### src/sv/vdc_pkg.sv
// Shared types and constants for the vertex descriptor cache.
// No dependencies; imported by every module of the block except vdc_ram.
`default_nettype none

package vdc_pkg;

    localparam int INDEX_BITS  = 16;
    localparam int ENTRIES     = 1 << INDEX_BITS;
    localparam int TAG_W       = 32 - INDEX_BITS;
    localparam int TAG_ENTRY_W = TAG_W + 1;
    localparam int DESC_W      = 64;

    localparam int BYPASS_BIT  = 31;

    localparam int QUEUE_DEPTH = 2;
    localparam int QPTR_W      = $clog2(QUEUE_DEPTH);
    localparam int QCNT_W      = $clog2(QUEUE_DEPTH + 1);

    localparam int OUT_DEPTH   = 2;
    localparam int OPTR_W      = $clog2(OUT_DEPTH);
    localparam int OCNT_W      = $clog2(OUT_DEPTH + 1);

    localparam int IN_TDATA_W  = 96;
    localparam int OUT_TDATA_W = 104;
    localparam int OUT_PAD_W   = OUT_TDATA_W - 98;

    // output tdata bit positions
    localparam int OUT_START_LSB = 0;
    localparam int OUT_SIZE_LSB  = 32;
    localparam int OUT_ADDR_LSB  = 64;
    localparam int OUT_END_BIT   = 96;
    localparam int OUT_DUMMY_BIT = 97;

    localparam logic CMD_LOOKUP = 1'b0;
    localparam logic CMD_UPDATE = 1'b1;

    localparam logic STATE_VALID = 1'b0;
    localparam logic STATE_MISS  = 1'b1;

    typedef enum logic [1:0] {
        KIND_LOOKUP,
        KIND_BYPASS,
        KIND_UPDATE
    } t_kind;

    typedef struct packed {
        t_kind       kind;
        logic [31:0] vertex;
        logic [31:0] new_start;
        logic [31:0] new_size;
        logic        last;
    } t_item;

    typedef struct packed {
        logic [31:0] desc_start;
        logic [31:0] desc_size;
        logic        desc_state;
        logic [31:0] mem_addr;
        logic        mem_end;
        logic        mem_dummy;
        logic        out_last;
    } t_result;

endpackage

`default_nettype wire

### src/sv/vdc_front.sv
// Front end: accepts input beats, classifies them, and queues them for the back end.
// Depends on vdc_pkg.
`default_nettype none

module vdc_front
    import vdc_pkg::*;
(
    input  wire logic                  i_clk,
    input  wire logic                  i_rst_n,
    input  wire logic                  i_valid,
    output logic                       o_ready,
    input  wire logic [IN_TDATA_W-1:0] i_tdata,
    input  wire logic                  i_cmd,
    input  wire logic                  i_last,
    input  wire logic                  i_busy,
    output t_item                      o_item,
    output logic                       o_valid,
    input  wire logic                  i_take
);

    t_item             r_q [QUEUE_DEPTH];
    logic [QPTR_W-1:0] r_wr_ptr;
    logic [QPTR_W-1:0] r_rd_ptr;
    logic [QCNT_W-1:0] r_count;
    t_item             n_item;
    logic              push;
    logic              pop;

    always_comb begin
        n_item.vertex    = i_tdata[31:0];
        n_item.new_start = i_tdata[63:32];
        n_item.new_size  = i_tdata[95:64];
        n_item.last      = i_last;
        if (i_cmd == CMD_UPDATE) begin
            n_item.kind = KIND_UPDATE;
        end else if (i_tdata[BYPASS_BIT]) begin
            n_item.kind = KIND_BYPASS;
        end else begin
            n_item.kind = KIND_LOOKUP;
        end
    end

    assign o_ready = !i_busy && (r_count < QCNT_W'(QUEUE_DEPTH));
    assign push    = i_valid && o_ready;
    assign o_valid = (r_count != '0);
    assign pop     = o_valid && i_take;
    assign o_item  = r_q[r_rd_ptr];

    always_ff @(posedge i_clk) begin
        if (push) begin
            r_q[r_wr_ptr] <= n_item;
        end
        if (!i_rst_n) begin
            r_wr_ptr <= '0;
            r_rd_ptr <= '0;
            r_count  <= '0;
        end else begin
            if (push) begin
                r_wr_ptr <= r_wr_ptr + 1'b1;
            end
            if (pop) begin
                r_rd_ptr <= r_rd_ptr + 1'b1;
            end
            r_count <= r_count + QCNT_W'(push) - QCNT_W'(pop);
        end
    end

endmodule

`default_nettype wire

### config.mk
export PLATFORM = sky130hd
export DESIGN_NAME = vdc_front
export DESIGN_NICKNAME = d
export VERILOG_FILES = /design/src/sv/vdc_pkg.sv /design/src/sv/vdc_front.sv
export SDC_FILE = /design/constraint.sdc
export NUM_CORES = 1
export LEC_CHECK = 0
export BUFFER_PORTS_ARGS = -buffer_cell sky130_fd_sc_hd__buf_4
export CAP_MARGIN = 10
export CORE_ASPECT_RATIO = 1.1
export CORE_MARGIN = 2
export CORE_UTILIZATION = 36
export DETAILED_ROUTE_END_ITERATION = 10
export GPL_TIMING_DRIVEN = 0
export SLEW_MARGIN = 0
export SYNTH_ARGS = -nofsm -noshare
export SYNTH_HDL_FRONTEND = slang
export SYNTH_SLANG_ARGS = --single-unit
### constraint.sdc
create_clock -name i_clk -period 8.15 [get_ports i_clk]
set_input_delay 0.815 -clock i_clk [delete_from_list [all_inputs] [get_ports i_clk]]
set_output_delay 0.815 -clock i_clk [all_outputs]
set_load 0.02 [all_outputs]
==> Word-level counts from Yosys, hierarchy flattened <==
Memory sizes are Yosys's and may differ from the RTL's. A register that Yosys moved wholly into a read port is not among the register bits.
Index checks and enable logic that the tools add are counted.
{ "totals": {"regBits": 4, "ram_bits": 198, "wordCells": 20, "mem_count": 1} }
{ "op_classes": {"add_sub_neg": 4, "order_cmp": 1, "mux": 6, "reduce_logical": 5} }
{ "mem_list": {"columns": ["memory", "depth", "width", "rd", "rd_clocked_by_memory_dff", "write_ports", "line_no", "source"], "rows": [
  ["r_q", 2, 99, 1, 1, 1, "vdc_front.sv:21", "t_item r_q [QUEUE_DEPTH];"]
]} }
{ "ops": {"columns": ["cell", "n"], "rows": [
  ["$mux 1", 5],
  ["$logic_and 1x1->1", 3],
  ["$add 1x1->1 const B", 2],
  ["$add 2x1->2", 1],
  ["$lt 2x2->1 const B", 1],
  ["$mux 2", 1],
  ["$reduce_bool 2->1", 1],
  ["$sub 2x1->2", 1],
  ["$logic_not 1->1", 1]
]} }

==> Depth between registers and ports, before layout <==
{ "depth": {"word_depth": 5, "depth_mapped": 5, "depth_no_buf": 5} }

==> Worst setup path before layout <==
OpenSTA, ideal clock, no wires.
{ "synth_timing": {"kind": "input to register", "start": "in i_busy", "end": "mem r_q[0][0] in the netlist's numbering (enable)", "setup_time_ns": 0.569, "arrival_ns": 5.480, "setup_slack_ns": 2.101, "cell_stages": 2, "path_cell_list": "nor3b_4 > nor2b_1"} }
{ "synth_via": {"elab_chain_len": 5} }
{ "synth_rtl": {"columns": ["element", "line_no", "source"], "rows": [
  ["start: declaration", "vdc_front.sv:15", "input wire logic i_busy,"],
  ["$logic_not 1->1", "vdc_front.sv:43", "assign o_ready = !i_busy && (r_count < QCNT_W'(QUEUE_DEPTH));"],
  ["$logic_and 1x1->1", "vdc_front.sv:43", null],
  ["$logic_and 1x1->1", "vdc_front.sv:44", "assign push = i_valid && o_ready;"],
  ["$mux 1", "vdc_front.sv:50", "if (push) begin"],
  ["$mux 1 (implied by the code)", "vdc_front.sv:51", "r_q[r_wr_ptr] <= n_item;"],
  ["end: declaration", "vdc_front.sv:21", null]
]} }
Every way passes these cells.

==> metrics.csv <==
stage,metric,value,unit
logic_synthesis,number of warning messages in the yosys log,0,
global_routing,largest net degree at the start of global routing,51,
critical_path,crit path cell chain,buf_6 -> buf_2 -> mux2_2 -> buf_4,
job,maxcap violations,0,
layout,sequential standard cell area,0.00605,mm2
layout,total of fill cells in the finished design,1713,
critical_path,type of the worst setup path,reg2out,
floorplanning,area of the die,0.0218,mm2
placement,last weighted congestion value of the routability-driven placer,0.701,
logic_synthesis,Post-Syn Instances,334,
clock_tree,root buffer cell,sky130_fd_sc_hd__clkbuf_16,
pwr,static power due to leakage,0.00373,uW
critical_path,required time reported for the critical path endpoint,7.34,ns
worst_hold_path,path category of the worst min-delay check,in2reg,
pwr,power density of the placed cells,286,mW/mm2
sta,Worst Clk Skew,0.0145,ns
routing,DR vias,3827,
clock_tree,Num Clock Sinks,203,
clock_tree,level count of the clock H-tree,1,
layout,n_diodes,0,
logic_synthesis,most used flip-flop cell after synthesis,sky130_fd_sc_hd__edfxtp_1,
critical_path,data arrival time of the critical path,1.84,ns
routing,Routed Antenna Nets,0,
layout,area occupied by multi-input gates,0.00131,mm2
clock_tree,clock tree buffer depth,3,
floorplanning,overall die width,141,um
placement,# port buffers,203,
critical_path,Buffers & Inverters on Critical Path,3,
logic_synthesis,most used standard cell by instance count after synthesis,sky130_fd_sc_hd__edfxtp_1,
floorplanning,Placeable Area,0.0204,mm2
layout,area growth from synthesis to final layout,35.5,%
pwr,worst vdd ir,0.000153,V
global_routing,wire length of the first global-routing pass,21500,um
global_routing,grt ovf,0,
layout,Final #Nets,669,
logic_synthesis,Post-Synthesis Mean Instance Area,22.2,um2
layout,"count of placed standard cells in the final layout, fillers left out",837,
sta,Final Max Tran Viols,0,
sta,Post-Route Setup TNS,0,ns
critical_path,critical path startpoint category,flop,
sta,Slew @ Worst Pin,0.739,ns
routing,detail-routed net length per standard cell,17.2,um
floorplanning,Row Count,55,
sta,unrepaired setup endpoints after global routing,false,
placement,total instance count after detailed placement,797,
critical_path,maximum fanout count along the critical path,10,
critical_path,Critical Path End Type,primary output,
routing,WL final,14400,um
clock_tree,hold buffer count at CTS,0,
logic_synthesis,cell area after synthesis,0.00743,mm2
sta,hold violation total from the final report,0,
logic_synthesis,most frequent cells after synthesis,"sky130_fd_sc_hd__edfxtp_1 (198), sky130_fd_sc_hd__mux2_2 (89), sky130_fd_sc_hd__mux2_4 (10), sky130_fd_sc_hd__buf_2 (8)",
layout,ratio of cells with drive above 1 in the final layout,60.6,%
clock_tree,clock latency on the worst-skew pair,0.49,ns
placement,total half-perimeter wirelength after legalization and detailed placement,9700,um
routing,wire length on met1,5540,um
clock_tree,CTS buffer count,22,
floorplanning,starting utilization of the core area,36.3,%
clock_tree,CTS tree,done,
run_status,run status,finished clean,
clock_tree,post-cts resize count,0,
critical_path,kind of cell adding the most delay to the critical path,buffers and inverters,
logic_synthesis,synth unique cells,21,
routing,via density per instance,4.57,
critical_path,CP max stage cell,sky130_fd_sc_hd__mux2_2,
sta,Fmax achieved,0.377,GHz
routing,met2 routed wirelength,7520,um
clock_tree,post-CTS clock slew at the launch and capture registers of the worst setup and hold paths,0.06,ns
logic_synthesis,proportion of synthesized chip area in sequential cells,81.4,%
logic_synthesis,fraction of registers with async set or reset after synthesis,0,%
logic_synthesis,syn nets,438,
logic_synthesis,number of synthesized register bits,203,
logic_synthesis,fraction of synthesized cell area taken by the top area cell type,80.1,%
floorplanning,overall die height,155,um
sta,"Min Clock Period, post-route",2.65,ns
logic_synthesis,largest cells by area after synthesis,"sky130_fd_sc_hd__edfxtp_1 (80%), sky130_fd_sc_hd__mux2_2 (13%), sky130_fd_sc_hd__mux2_4 (2.0%)",
sta,number of failing setup endpoints in the final timing report,0,
global_routing,global router's overall resource usage,12.6,%
routing,first-pass detailed-route iteration total,4,
routing,Starting DRT DRC Count,147,
logic_synthesis,number of enable flip-flop cells after synthesis,198,
routing,routed length on met3,1090,um
floorplanning,number of I/O pins,204,
routing,uppermost layer routed,met4,
sta,crit share post-route,32.5,%
logic_synthesis,top cell type by total area after synthesis,sky130_fd_sc_hd__edfxtp_1,
clock_tree,buffer count from post-CTS setup fixing,0,
global_routing,number of global-route vias before repair,4156,
critical_path,largest stage delay on the critical path,0.38,ns
global_routing,antenna violations before repair,0,
routing,number of remaining DRC errors,0,
sta,slew margin rel.,50.7,%
==> cells by family after synthesis <==
kind of cell | share of synthesized area, %
flip-flops | 81.4
multiplexers | 15.7
AND/OR/NAND/NOR | 1.21
buffers and inverters | 1.04
XOR/XNOR | 0.354
AO/OA/AOI/OAI | 0.152
adder cells (fa/ha/maj) | 0.168
==> path summary, 6_finish.rpt <==
check | startpoint | end | slack (ns) | cells past startpoint
max | flop | o_item[95] | 5.50 | 4
min | i_tdata[93] | r_q[1][30] | 0.50 | 1
max reg2reg | r_count[1] | r_q[1][6] | 6.06 | 3
min reg2reg | r_rd_ptr | flop | 0.59 | 2
==> power breakdown <==
part | switching [uW] | total [uW] | internal [uW] | leakage [uW]
logic | 360 | 702 | 342 | 0.00153
registers | 17.9 | 1240 | 1220 | 0.00186
clock network | 370 | 935 | 565 | 0.000343
==> worst reg2reg max path: stages (launching register included) <==
cell and delay, ns:
sky130_fd_sc_hd__dfxtp_1 0.37, sky130_fd_sc_hd__nor3b_4 0.33, sky130_fd_sc_hd__and2_4 0.67, sky130_fd_sc_hd__buf_16 0.33
==> routing by layer <==
metal / up-vias / track usage (%)
met5: - / 0
met4: 0 / 3.62
met3: 24 / 4.15
met2: 129 / 23.0
met1: 1886 / 14.1
li1: 1788 / -
==> layout make-up <==
type / instances / share of cell area, %
repair buffers: 207 / 16.0
inverters: 1 / 0.0373
clock buffers: 31 / 6.22
plain buffers: 11 / 0.734
multi-input cells: 119 / 13.0
well taps: 256 / 3.18
flip-flops and latches: 203 / 60.1
clock inverters: 9 / 0.659
==> metrics by stage <==
| stage | worst slack [ns] | total power [uW] | hold WS [ns] | instance area (um2) | util [%] |
|---|---|---|---|---|---|
| finish | 5.50 | 2880 | 0.504 | 10100 | 49.2 |
| global route | 5.37 | 3000 | 0.485 | 10100 | 49.2 |
| CTS | 5.43 | 2920 | 0.479 | 10100 | 49.2 |
| detailed placement | 5.47 | 1980 | 0.582 | 9370 | 45.8 |
| global placement | -0.393 | 1970 | 0.568 | 9270 | 45.4 |
| floorplan | 2.10 | 1690 | 0.552 | 7430 | - |
==> registers in the layout, summed over array words and instances, names as in the netlist, named ones only <==
name and count:
r_q 198, r_count 2, r_rd_ptr 1, r_wr_ptr 1
==> layout by cell type (no fill, tap or decap), types with 4 or more instances in the layout <==
cell / synthesis / layout
sky130_fd_sc_hd__and2_1: 5 / 4
sky130_fd_sc_hd__buf_2: 8 / 8
sky130_fd_sc_hd__buf_4: 0 / 203
sky130_fd_sc_hd__clkbuf_1: 0 / 6
sky130_fd_sc_hd__clkbuf_16: 0 / 23
sky130_fd_sc_hd__clkinv_2: 0 / 5
sky130_fd_sc_hd__dfxtp_1: 5 / 5
sky130_fd_sc_hd__edfxtp_1: 198 / 198
sky130_fd_sc_hd__mux2_2: 89 / 89
sky130_fd_sc_hd__mux2_4: 10 / 10
Note: power is estimated with default switching activity, not from simulation.
